File: src/rtl/fdg_pkg.sv
package fdg_pkg;

	localparam int NUM_CH  = 3;
	localparam int DIV_NW  = 128;
	localparam int DIV_DW  = 64;
	localparam int DIV_CW  = $clog2(DIV_NW);

	typedef enum logic [1:0] {
		ST_OK      = 2'd0,
		ST_DOMAIN  = 2'd1,
		ST_INVALID = 2'd2
	} status_t;

	typedef enum logic [2:0] {
		REG_AMPLITUDE = 3'd0,
		REG_ENERGY    = 3'd1,
		REG_FLOOR0    = 3'd2,
		REG_FLOOR1    = 3'd3,
		REG_FLOOR2    = 3'd4,
		REG_KNOTS0    = 3'd5,
		REG_KNOTS1    = 3'd6,
		REG_KNOTS2    = 3'd7
	} reg_idx_t;

	typedef struct packed {
		logic              is_load;
		logic [1:0]        channel;
		logic [3:0]        knot_index;
		logic signed [15:0] exposure;
		logic signed [15:0] knot_density;
		logic              last;
	} item_t;

	typedef struct packed {
		logic [31:0]       amplitude;
		logic [16:0]       energy;
		logic [2:0][31:0]  floor_var;
		logic [2:0][4:0]   knots_used;
	} cfg_t;

	typedef struct packed {
		logic              start;
		logic [DIV_NW-1:0] num;
		logic [DIV_DW-1:0] den;
	} div_req_t;

	typedef struct packed {
		logic              done;
		logic [DIV_NW-1:0] quo;
	} div_rsp_t;

	function automatic logic [31:0] fdg_pow10(logic [3:0] i);
		logic [31:0] r;
		case (i)
			4'd0: r = 32'd1;
			4'd1: r = 32'd10;
			4'd2: r = 32'd100;
			4'd3: r = 32'd1000;
			4'd4: r = 32'd10000;
			4'd5: r = 32'd100000;
			4'd6: r = 32'd1000000;
			4'd7: r = 32'd10000000;
			4'd8: r = 32'd100000000;
			default: r = 32'd1;
		endcase
		return r;
	endfunction

	function automatic logic [63:0] fdg_isqrt64(logic [63:0] v);
		logic [63:0] res;
		logic [63:0] bit_v;
		logic [63:0] rem;
		res   = '0;
		bit_v = 64'h4000_0000_0000_0000;
		rem   = v;
		for (int i = 0; i < 32; i++) begin
			if (rem >= res + bit_v) begin
				rem = rem - (res + bit_v);
				res = (res >> 1) + bit_v;
			end else begin
				res = res >> 1;
			end
			bit_v = bit_v >> 2;
		end
		return res;
	endfunction

	// 10^(2^(b-12)) in Q28, by repeated square roots of sqrt(10)
	function automatic logic [11:0][31:0] fdg_roots();
		logic [11:0][31:0] r;
		logic [63:0]       root;
		root = fdg_isqrt64(64'd10 << 56);
		for (int b = 11; b >= 0; b--) begin
			r[b] = root[31:0];
			root = fdg_isqrt64(root << 28);
		end
		return r;
	endfunction

endpackage

File: src/rtl/fdg_if.sv
interface fdg_sample_if;
	logic               valid;
	logic               ready;
	logic               mode;
	logic [1:0]         channel;
	logic [3:0]         knot_index;
	logic signed [15:0] exposure;
	logic signed [15:0] knot_density;
	logic               last_in_batch;

	modport source (output valid, mode, channel, knot_index, exposure, knot_density,
		last_in_batch, input ready);
	modport sink (input valid, mode, channel, knot_index, exposure, knot_density,
		last_in_batch, output ready);
endinterface


File: src/rtl/fdg_front.sv
module fdg_front
	import fdg_pkg::*;
#(
	parameter int MAX_KNOTS = 16
) (
	input  logic      clk,
	input  logic      arst_n,
	fdg_sample_if.sink samples,
	output item_t     head,
	output logic      head_valid,
	input  logic      pop
);

	item_t      fifo_q [2];
	logic       wp_q;
	logic       rp_q;
	logic [1:0] cnt_q;
	logic       accept;
	logic       keep;
	logic       push;
	item_t      item_c;

	assign samples.ready = (cnt_q != 2'd2);
	assign accept        = samples.valid && samples.ready;
	// drop loads aimed past the last curve or past the table depth
	assign keep = samples.mode ||
		(samples.channel != 2'd3 && int'(samples.knot_index) < MAX_KNOTS);
	assign push = accept && keep;

	always_comb begin
		item_c.is_load      = !samples.mode;
		item_c.channel      = samples.channel;
		item_c.knot_index   = samples.knot_index;
		item_c.exposure     = samples.exposure;
		item_c.knot_density = samples.knot_density;
		item_c.last         = samples.last_in_batch;
	end

	assign head       = fifo_q[rp_q];
	assign head_valid = (cnt_q != 2'd0);

	always_ff @(posedge clk) begin
		if (push) begin
			fifo_q[wp_q] <= item_c;
		end
	end

	always_ff @(posedge clk or negedge arst_n) begin
		if (!arst_n) begin
			wp_q  <= 1'b0;
			rp_q  <= 1'b0;
			cnt_q <= 2'd0;
		end else begin
			if (push) begin
				wp_q <= !wp_q;
			end
			if (pop) begin
				rp_q <= !rp_q;
			end
			cnt_q <= cnt_q + 2'(push) - 2'(pop);
		end
	end

endmodule

File: src/flat_wrapper.sv
// flat-port wrapper written by rule: the top's interface ports become plain ports
module fdg_front_flat import fdg_pkg::*;
#(
	parameter int MAX_KNOTS = 16
)
  (clk, arst_n, head, head_valid, pop, samples_valid, samples_mode, samples_channel, samples_knot_index, samples_exposure, samples_knot_density, samples_last_in_batch, samples_ready);
  fdg_sample_if samples_i ();
  input  logic clk;
  input  logic arst_n;
  output item_t head;
  output logic head_valid;
  input  logic pop;
  input wire logic [$bits(samples_i.valid)-1:0] samples_valid;
  input wire logic [$bits(samples_i.mode)-1:0] samples_mode;
  input wire logic [$bits(samples_i.channel)-1:0] samples_channel;
  input wire logic [$bits(samples_i.knot_index)-1:0] samples_knot_index;
  input wire logic [$bits(samples_i.exposure)-1:0] samples_exposure;
  input wire logic [$bits(samples_i.knot_density)-1:0] samples_knot_density;
  input wire logic [$bits(samples_i.last_in_batch)-1:0] samples_last_in_batch;
  output wire logic [$bits(samples_i.ready)-1:0] samples_ready;
  assign samples_i.valid = samples_valid;
  assign samples_i.mode = samples_mode;
  assign samples_i.channel = samples_channel;
  assign samples_i.knot_index = samples_knot_index;
  assign samples_i.exposure = samples_exposure;
  assign samples_i.knot_density = samples_knot_density;
  assign samples_i.last_in_batch = samples_last_in_batch;
  assign samples_ready = samples_i.ready;
  fdg_front #(.MAX_KNOTS(MAX_KNOTS)) u_core (.clk(clk), .arst_n(arst_n), .samples(samples_i), .head(head), .head_valid(head_valid), .pop(pop));
endmodule
File: config.mk
export PLATFORM = sky130hd
export DESIGN_NAME = fdg_front_flat
export DESIGN_NICKNAME = d
export VERILOG_FILES = /design/src/rtl/fdg_pkg.sv /design/src/rtl/fdg_if.sv /design/src/rtl/fdg_front.sv /design/src/flat_wrapper.sv
export SDC_FILE = /design/constraint.sdc
export NUM_CORES = 1
export LEC_CHECK = 0
export ABC_AREA = 1
export BUFFER_PORTS_ARGS = -buffer_cell sky130_fd_sc_hd__buf_2
export CORE_MARGIN = 1.5
export CORE_UTILIZATION = 45
export CTS_BUF_LIST = sky130_fd_sc_hd__clkbuf_8 sky130_fd_sc_hd__clkbuf_16
export CTS_CLUSTER_SIZE = 16
export DETAILED_ROUTE_END_ITERATION = 10
export HOLD_SLACK_MARGIN = 0.05
export PLACE_DENSITY = 0.7
export SLEW_MARGIN = 15
export SYNTH_ARGS = -nofsm -noshare
export SYNTH_HDL_FRONTEND = slang
export SYNTH_SLANG_ARGS = --single-unit
File: constraint.sdc
create_clock -name clk -period 6.7 [get_ports clk]
set_input_delay 0.335 -clock clk [delete_from_list [all_inputs] [get_ports clk]]
set_output_delay 0.335 -clock clk [all_outputs]
set_load 0.05 [all_outputs]
==> results of run 1 <==
path summary, 6_finish.rpt:
path,from,end,slack [ns]
worst max-delay path,u_core.rp_q$_DFFE_PN0P_,head[39],4.23
worst max register to register,u_core.cnt_q[1]$_DFF_PN0_,u_core.fifo_q[1][31]$_DFFE_PP_,4.72
worst min-delay path,samples_knot_density[6],u_core.fifo_q[0][7]$_DFFE_PP_,0.18
max in group asynchronous,arst_n,u_core.rp_q$_DFFE_PN0P_,6.23
worst min register to register,u_core.wp_q$_DFFE_PN0P_,u_core.wp_q$_DFFE_PN0P_,0.62
min in group asynchronous,arst_n,u_core.cnt_q[0]$_DFF_PN0_,0.33
layout make-up:
| type | instances | area, um2 | share of cell area, % |
|---|---|---|---|
| clock buffers | 9 | 124 | 3.05 |
| clock inverters | 7 | 91.3 | 2.25 |
| inverters | 6 | 22.5 | 0.554 |
| multi-input cells | 63 | 724 | 17.8 |
| flip-flops and latches | 84 | 2500 | 61.6 |
| well taps | 99 | 124 | 3.05 |
| repair buffers | 89 | 478 | 11.8 |
critical path, cell delays in order (launching register included):
cell	delay, ns
dfrtp_2	0.67
buf_4	0.52
mux2_2	0.38
buf_2	0.21
what timing repair did:
item	4_1_cts	5_1_grt
buffers inserted	0	0
hold buffers	1	0
endpoints found under the hold margin	4	0
per-stage QoR:
stage	power [mW]	utilization (%)
3_3_place_gp	1.64	52.9
4_1_cts	2.03	56.0
5_1_grt	2.11	56.4
2_1_floorplan	1.54	-
3_5_place_dp	1.65	52.9
6_report	2.02	56.4
sequential cells by signal (all words and copies together) (netlist names):
name	cells
u_core.cnt_q	2
u_core.fifo_q	80
u_core.wp_q	1
u_core.rp_q	1
power groups by stage:
| stage | Combinational (mW) | Clock [mW] | Sequential, mW |
|---|---|---|---|
| after floorplan | 0.796 | 0 | 0.741 |
| after global placement | 0.874 | 0 | 0.765 |
| after detailed placement | 0.879 | 0 | 0.772 |
| after CTS | 0.881 | 0.389 | 0.759 |
| after global routing | 0.930 | 0.412 | 0.766 |
| final | 0.883 | 0.379 | 0.756 |
metal layers:
| layer | GRT usage [%] | wire (um) |
|---|---|---|
| met1 | 15.7 | 2120 |
| met2 | 23.8 | 2810 |
| met3 | 3.14 | 279 |
| met4 | 7.13 | 109 |
| met5 | 0 | 0 |
layout by cell type, fill, tap and decap left out, types with 3 or more instances in the layout:
master | synthesis | layout
inv_1 | 6 | 6
nor2_1 | 6 | 4
clkinv_2 | 0 | 3
mux2_4 | 39 | 39
buf_2 | 0 | 85
dfrtp_1 | 4 | 3
nand2_1 | 9 | 9
nand3_1 | 3 | 3
clkbuf_8 | 0 | 9
edfxtp_1 | 80 | 80
cell families (layout without fill, tap and decap cells):
| group | Yosys count | count (layout) |
|---|---|---|
| XOR/XNOR | 2 | 2 |
| AND/OR/NAND/NOR | 19 | 19 |
| flip-flops | 84 | 84 |
| AO/OA/AOI/OAI | 1 | 1 |
| adder cells (fa/ha/maj) | 1 | 1 |
| multiplexers | 40 | 40 |
| buffers and inverters | 11 | 111 |
==> impl_metrics.tcl, run 1 <==
set metrics [dict create \
    seq_area_frac_synth_pct 75.2 \
    insertion_delay_ns 0.34 \
    synthTopCellsByArea "edfxtp_1 72%, mux2_4 18%, dfrtp_1 3.0%" \
    synthAdderAreaFrac_pct 0.376 \
    worst-setup-path-type "flop to output pin" \
    final_nets 298 \
    r2r_cells 4 \
    synth_common_cells "80 x edfxtp_1, 39 x mux2_4, 9 x nand2_1" \
    finalWirelength_um 5320 \
    maxCapViolations 0 \
    min_period_ns 2.47 \
    fin_cells 357 \
    postSynth.asyncResetShare_pct 4.76 \
    drc 0 \
    yosysMostFrequentCell "edfxtp_1" \
    cp-end-kind "output pin" \
    drt_iter0_markers 90 \
    post-route-cell-area_um2 4070 \
    synth_xor_xnor_area_share_pct 0.527 \
    grtUsageTotal_pct 13.6 \
    grt_pass1_wl_um 7700 \
    timing.slew.headroom_pct 52.1 \
    place_area_um2 3810 \
    start_util_pct 46.1 \
    area_delta_synth_final_pct 22.3 \
    dpl.cell_count 339 \
    grt_max_degree 41 \
    synth_top_family_by_area "multiplexers" \
    synth_edf_count 80 \
    power_frac_seq_pct 37.5 \
    finalClockSkew_ns 0.00522 \
    syn_inst 158 \
    dr.pass1.iters 4 \
    cts_made_buffers 9 \
    place_ws_ns 4.56 \
    gp_congestion 0.797 \
    critical_path_arrival_ns 2.13 \
    ctsHtreeMaxLevel 3 \
    synth-seq-cells 84 \
    rows 31 \
    rsz0062_at_grt "no" \
    antenna_found_initial 0 \
    wire_per_inst_um 14.9 \
    path_clk_slew_ns 0.08 \
    synth_cell_types 15 \
    dp_hpwl_um 3590 \
    start_kind "flop" \
    synth_top_area_cell "edfxtp_1" \
    synthSimpleGateAreaFrac_pct 2.33 \
    synth-main-ff-cell "edfxtp_1" \
    clockPowerShare_pct 18.8 \
    num-fill-cells 567 \
    setup_ws_ns 4.23 \
    path_max_fanout 27 \
    design.die.area_um2 7910 \
    fin_hold_ws_ns 0.181 \
    p_sw_share_pct 40.5 \
    grt-ovfl-total 0 \
    fmaxAchievable_mhz 406 \
    synth_top_area_share_pct 72.2 \
    drive_gt1_share_pct 57.4 \
    cts_tree "built" \
    status "complete, no violations" \
    synth_compound_area_share_pct 0.150 \
    vias 1674 \
    ir_drop_uv 214 \
    hold_viol_final 0 \
    power.leakage_nw 1.67 \
    syn_area_per_cell_um2 21.0 \
    core_area_um2 7210 \
    io_pins 86 \
    die_height_um 89.0 \
    slew_viol_final 0 \
    diodes 0 \
    die_w_um 89.0 \
    cts_resized 0 \
    cts-root-buf "clkbuf_8" \
    netlist_area_um2 3330 \
    fin_setup_tns_ns 0 \
    holdCritPathClass "input pin to flop" \
    combPwrFrac_pct 43.7 \
    worst_pin_slew_ns 0.716 \
    viasPerCell 4.69 \
    critPathRequiredTime_ns 6.36 \
    worstHoldPathCells 1 \
    cts.sinks 84 \
    yosysWarnings 0 \
    switching_power_mw 0.818 \
    first_global_vias 1614 \
    ant_nets 0 \
    synthesis.nets 203 \
    fin_crit_sh_pct 36.8 \
    synthMuxAreaShare_pct 17.9 \
    port_buffers 85 \
    intPower_mw 1.20 \
    cts_max_path_buffers 2 \
    powerDensity_nw_per_um2 496 \
    finalSetupViolations 0 \
]
Power figures use the tool's default switching activity.
==> run 2, diff against run 1 <==
--- a/config.mk
+++ b/config.mk
@@ -5,7 +5,7 @@
 export SDC_FILE = /design/constraint.sdc
 export NUM_CORES = 1
 export LEC_CHECK = 0
-export ABC_AREA = 1
+export ABC_AREA = 0
 export BUFFER_PORTS_ARGS = -buffer_cell sky130_fd_sc_hd__buf_2
 export CORE_MARGIN = 1.5
 export CORE_UTILIZATION = 45
==> constraint.sdc (replaced) <==
create_clock -name clk -period 2.6 [get_ports clk]
set_input_delay 0.13 -clock clk [delete_from_list [all_inputs] [get_ports clk]]
set_output_delay 0.13 -clock clk [all_outputs]
set_load 0.05 [all_outputs]
==> impl_metrics.tcl, run 2 <==
set metrics [dict create \
    largest_register "u_core.fifo_q" \
    cts_resized 0 \
    synth-main-ff-cell "edfxtp_1" \
    grt_max_degree 26 \
    fin_hold_ws_ns 0.0918 \
    critPathRequiredTime_ns 2.47 \
    syn_area_per_cell_um2 22.8 \
    viasPerCell 4.47 \
    maxCapViolations 0 \
    critPathSlowestCell "dfrtp_2" \
    cp_cell_sequence "buf_4 -> mux2_4 -> buf_2" \
    multiInputGateArea_um2 717 \
    powerDensity_nw_per_um2 1160 \
    finalSetupViolations 0 \
    synth_top_area_share_pct 72.6 \
    reg_top3 "u_core.fifo_q x80, u_core.cnt_q x2" \
    critical_path_arrival_ns 1.96 \
    place_ws_ns 0.834 \
    seqCellArea_um2 2500 \
    place_area_um2 3840 \
    synth_top_area_cell "edfxtp_1" \
    yosysWarnings 0 \
    start_kind "flop" \
    min_period_ns 2.09 \
    synthesis.nets 190 \
    clockPowerShare_pct 16.2 \
    drt_iter0_markers 68 \
    io_pins 86 \
    post-route-cell-area_um2 4430 \
    area_delta_synth_final_pct 34.0 \
    synth-seq-cells 84 \
    combPwrFrac_pct 45.1 \
    fin_crit_sh_pct 80.5 \
    drive_gt1_share_pct 51.9 \
    finalWirelength_um 5240 \
    status "complete, no violations" \
    synthTopCellsByArea "edfxtp_1 73%, mux2_4 18%, dfrtp_1 3.0%" \
    p_sw_share_pct 40.3 \
    gp_congestion 0.694 \
    design.die.area_um2 7870 \
    synth_common_cells "80 x edfxtp_1, 39 x mux2_4, 4 x buf_12, 4 x dfrtp_1" \
    setup_ws_ns 0.508 \
    switching_power_mw 2.07 \
    cts-root-buf "clkbuf_8" \
    path_max_fanout 19 \
    cts_tree "built" \
    timing.slew.headroom_pct 58.6 \
    num-fill-cells 543 \
    worst-setup-path-type "flop to output pin" \
    cts.sinks 84 \
    first_global_vias 1711 \
    start_util_pct 46.1 \
    wire_per_inst_um 13.6 \
    finalClockSkew_ns 0.0118 \
    layout_common_cells "85 x buf_2, 80 x edfxtp_1, 41 x dlygate4sd3_1, 39 x mux2_4, 9 x clkbuf_8" \
    insertion_delay_ns 0.33 \
    port_buffers 85 \
    grt_pass1_wl_um 7940 \
    largest_reg_flops 80 \
    cts_setup_buffers 0 \
    ir_drop_uv 604 \
    dr.pass1.iters 3 \
    fin_cells 386 \
    power.leakage_nw 1.80 \
    syn_inst 145 \
    holdCritPathClass "input pin to flop" \
    grtUsageTotal_pct 14.0 \
    diodes 0 \
    dp_hpwl_um 3490 \
    fmaxAchievable_mhz 478 \
    final_nets 328 \
    vias 1724 \
    grt-ovfl-total 0 \
    synth_cell_types 16 \
    ctsHtreeMaxLevel 3 \
    antenna_found_initial 0 \
    ant_nets 0 \
    cts_max_path_buffers 2 \
    dpl.cell_count 330 \
    cp-end-kind "output pin" \
    layout_commonest_cell "buf_2" \
    netlist_area_um2 3310 \
    power_frac_seq_pct 38.6 \
    drc 0 \
    slew_viol_final 0 \
    hold_viol_final 0 \
    rows 31 \
    path_clk_slew_ns 0.07 \
    postSynth.asyncResetShare_pct 4.76 \
    cp_top_family "flip-flops" \
    intPower_mw 3.07 \
    core_area_um2 7180 \
    cts_made_buffers 9 \
    path_buf_inv 2 \
    die_w_um 88.7 \
    rsz0062_at_grt "no" \
    die_height_um 88.7 \
    cp_slowest_stage_delay_ns 0.78 \
    synth_edf_count 80 \
    yosysMostFrequentCell "edfxtp_1" \
    worst_pin_slew_ns 0.622 \
    seq_area_frac_synth_pct 75.7 \
]
## run 2: cell type report
cell class,count,share of cell area (%)
timing repair buffer,132,20.2
inverter,3,0.254
clock buffer,9,2.80
sequential,84,56.5
clock inverter,6,1.30
tap,99,2.80
multi-input combinational,53,16.2
## run 2: layer usage
metal	up-vias	wire (um)	global-route usage [%]
li1	836	-	-
met1	839	2340	17.4
met2	45	2610	22.5
met3	4	221	3.26
met4	0	66	8.52
met5	-	0	0
## run 2: what timing repair did
action,CTS,global route
endpoints found under the hold margin,83,0
hold buffers,41,0
endpoints found under the setup margin,0,0
## run 2: path summary, 6_finish.rpt
check	startpoint	end	slack (ns)	cells past startpoint
worst max register to register	u_core.cnt_q[1]$_DFF_PN0_	u_core.fifo_q[1][13]$_DFFE_PP_	0.94	4
worst min-delay path	samples_mode	u_core.fifo_q[1][39]$_DFFE_PP_	0.09	2
worst min register to register	u_core.wp_q$_DFFE_PN0P_	u_core.wp_q$_DFFE_PN0P_	0.57	1
max in group asynchronous	arst_n	u_core.rp_q$_DFFE_PN0P_	2.35	2
worst max-delay path	u_core.rp_q$_DFFE_PN0P_	head[10]	0.51	3
min in group asynchronous	arst_n	u_core.cnt_q[0]$_DFF_PN0_	0.12	2
## run 2: worst reg2reg max path: stages, from the launching register on
cell	delay (ns)
dfrtp_1	0.44
nand2b_4	0.10
nand3_1	0.25
nor2_4	0.17
buf_4	0.35
## run 2: kinds of logic (layout without fill, tap and decap cells)
family / count (synthesis) / count (layout) / share of synthesized area [%]
DFF: 84 / 84 / 75.7
and+or+nand+nor: 7 / 7 / 1.48
buffers and inverters: 8 / 150 / 3.10
adders and majority gates: 1 / 1 / 0.378
xor gates and xnor gates: 5 / 5 / 1.32
muxes: 40 / 40 / 18.0
## run 2: per-stage QoR
stage,power (mW),util (%),setup TNS [ns]
3_5_place_dp,4.32,53.5,0
3_3_place_gp,4.29,53.5,0
6_report,5.14,61.7,0
2_1_floorplan,3.98,-,-26.35
4_1_cts,5.20,61.7,0
5_1_grt,5.38,61.7,0
## run 2: power groups by stage
stage / Clock (mW) / Combinational, mW / Sequential, mW
after floorplan: 0 / 2.05 / 1.92
after global placement: 0 / 2.28 / 2.01
after detailed placement: 0 / 2.29 / 2.02
after CTS: 0.866 / 2.34 / 1.99
after global routing: 0.921 / 2.44 / 2.02
final: 0.835 / 2.32 / 1.99
==> run 3, diff against run 2 <==
--- a/config.mk
+++ b/config.mk
@@ -5,7 +5,7 @@
 export SDC_FILE = /design/constraint.sdc
 export NUM_CORES = 1
 export LEC_CHECK = 0
-export ABC_AREA = 0
+export ABC_AREA = 1
 export BUFFER_PORTS_ARGS = -buffer_cell sky130_fd_sc_hd__buf_2
 export CORE_MARGIN = 1.5
 export CORE_UTILIZATION = 45
@@ -13,7 +13,7 @@
 export CTS_CLUSTER_SIZE = 16
 export DETAILED_ROUTE_END_ITERATION = 10
 export HOLD_SLACK_MARGIN = 0.05
-export PLACE_DENSITY = 0.7
+export PLACE_DENSITY = 0.72
 export SLEW_MARGIN = 15
 export SYNTH_ARGS = -nofsm -noshare
 export SYNTH_HDL_FRONTEND = slang
==> constraint.sdc (replaced) <==
create_clock -name clk -period 1.9 [get_ports clk]
set_input_delay 0.095 -clock clk [delete_from_list [all_inputs] [get_ports clk]]
set_output_delay 0.095 -clock clk [all_outputs]
set_load 0.05 [all_outputs]
==> impl_metrics.tcl, run 3 (synthesis gave the netlist of run 1 again) <==
set metrics [dict create \
    cp_slowest_stage_delay_ns 0.39 \
    powerDensity_nw_per_um2 1610 \
    intPower_mw 4.33 \
    grt_max_degree 41 \
    r2r_cells 4 \
    hold_viol_final 0 \
    cts_tree "built" \
    fin_cells 400 \
    vias 1797 \
    p_sw_share_pct 40.2 \
    place_ws_ns 0.275 \
    critPathSlowestCell "dfrtp_2" \
    dpl.cell_count 342 \
    rsz0062_at_grt "no" \
    setup_ws_ns 0.234 \
    maxCapViolations 0 \
    path_max_fanout 15 \
    drive_gt1_share_pct 49.2 \
    largest_reg_flops 80 \
    largest_register "u_core.fifo_q" \
    ir_drop_uv 596 \
    insertion_delay_ns 0.33 \
    rows 31 \
    timing.slew.headroom_pct 77.5 \
    viasPerCell 4.49 \
    start_util_pct 46.1 \
    slew_viol_final 0 \
    grtUsageTotal_pct 15.0 \
    wire_per_inst_um 14.4 \
    final_nets 341 \
    finalSetupViolations 0 \
    status "complete, no violations" \
    grt-ovfl-total 0 \
    drc 0 \
    cp_cell_sequence "buf_4 -> mux2_4 -> buf_2" \
    holdCritPathClass "input pin to async pin" \
    fin_crit_sh_pct 87.7 \
    switching_power_mw 2.91 \
    die_height_um 89.0 \
    drt_iter0_markers 89 \
    combPwrFrac_pct 45.8 \
    path_clk_slew_ns 0.08 \
    clockPowerShare_pct 18.3 \
    dp_hpwl_um 3660 \
    first_global_vias 1790 \
    area_delta_synth_final_pct 35.3 \
    grt_pass1_wl_um 8490 \
    cts-root-buf "clkbuf_8" \
    cp-end-kind "output pin" \
    critical_path_arrival_ns 1.57 \
    finalClockSkew_ns 0.00945 \
    worst-setup-path-type "flop to output pin" \
    total_power_mw 7.23 \
    port_buffers 85 \
    io_pins 86 \
    cts_made_buffers 9 \
    die_w_um 89.0 \
    worst_pin_slew_ns 0.337 \
    cts.sinks 84 \
    dr.pass1.iters 4 \
    core_area_um2 7210 \
    power_frac_seq_pct 35.9 \
    ctsHtreeMaxLevel 3 \
    layout_commonest_cell "buf_2" \
    fin_hold_ws_ns 0.0940 \
    layout_common_cells "85 x buf_2, 80 x edfxtp_1, 42 x dlygate4sd3_1, 39 x mux2_4" \
    antenna_found_initial 0 \
    design.die.area_um2 7910 \
    fmaxAchievable_mhz 600 \
    reg_top3 "u_core.fifo_q x80, u_core.cnt_q x2" \
    ant_nets 0 \
    finalWirelength_um 5760 \
    power.leakage_nw 1.85 \
    path_buf_inv 2 \
    gp_congestion 0.715 \
    cts_max_path_buffers 2 \
    diodes 0 \
    cp_top_family "buffers and inverters" \
    start_kind "flop" \
    critPathRequiredTime_ns 1.80 \
    cp.depth 3 \
    min_period_ns 1.67 \
]
run 3: cell types whose count changed in the layout (fill, tap and decap cells not counted), sizes merged, moves of 2 or more:
cell   change
nand2      +9
nor2       +4
inv        +2
nand3      +2
xor2       -2
run 3: final timing paths:
kind / slack, ns / start / end
min in group clk: 0.12 / samples_valid / u_core.cnt_q[0]$_DFF_PN0_
setup reg to reg: 0.26 / u_core.cnt_q[1]$_DFF_PN0_ / u_core.fifo_q[1][37]$_DFFE_PP_
hold / removal: 0.09 / arst_n / u_core.cnt_q[0]$_DFF_PN0_
setup / recovery: 0.23 / u_core.rp_q$_DFFE_PN0P_ / head[32]
max in group asynchronous: 1.67 / arst_n / u_core.rp_q$_DFFE_PN0P_
hold reg to reg: 0.63 / u_core.wp_q$_DFFE_PN0P_ / u_core.wp_q$_DFFE_PN0P_
run 3: worst reg2reg max path: stages (launching register included):
cell and delay (ns):
dfrtp_1 0.43, a21oi_1 0.22, nand2_1 0.19, nor2_4 0.12, buf_4 0.32
run 3: what timing repair did:
item	4_1_cts	5_1_grt
hold buffers	42	0
hold endpoints to repair	85	0
buffers inserted	0	0
gates resized for setup	0	0
run 3: power groups by stage:
stage | combinational [mW] | clock [mW] | sequential (mW)
final | 3.31 | 1.32 | 2.60
after global routing | 3.49 | 1.44 | 2.63
after CTS | 3.36 | 1.37 | 2.60
after detailed placement | 3.28 | 0 | 2.64
after global placement | 3.25 | 0 | 2.61
after floorplan | 2.81 | 0 | 2.60
run 3: stage by stage:
| stage | setup TNS (ns) | util [%] | instance area [um2] |
|---|---|---|---|
| global route | 0 | 62.3 | 4500 |
| CTS | 0 | 62.3 | 4500 |
| detailed placement | 0 | 53.5 | 3860 |
| floorplan | -20.81 | - | 3330 |
| finish | 0 | 62.3 | 4500 |
| global placement | 0 | 53.5 | 3860 |
run 3: routing by layer:
metal / vias up / wire length, um / track usage (%)
met5: - / 0 / 0
met4: 0 / 63 / 7.41
met3: 4 / 203 / 3.60
met2: 47 / 3070 / 25.6
met1: 874 / 2420 / 17.9
li1: 872 / - / -
run 3: cell type report:
class	instances	area, um2
inverters	6	22.5
repair buffers	132	908
fillers	554	2720
well taps	99	124
multi-input cells	63	724
clock inverters	7	91.3
flip-flops and latches	84	2500
clock buffers	9	124
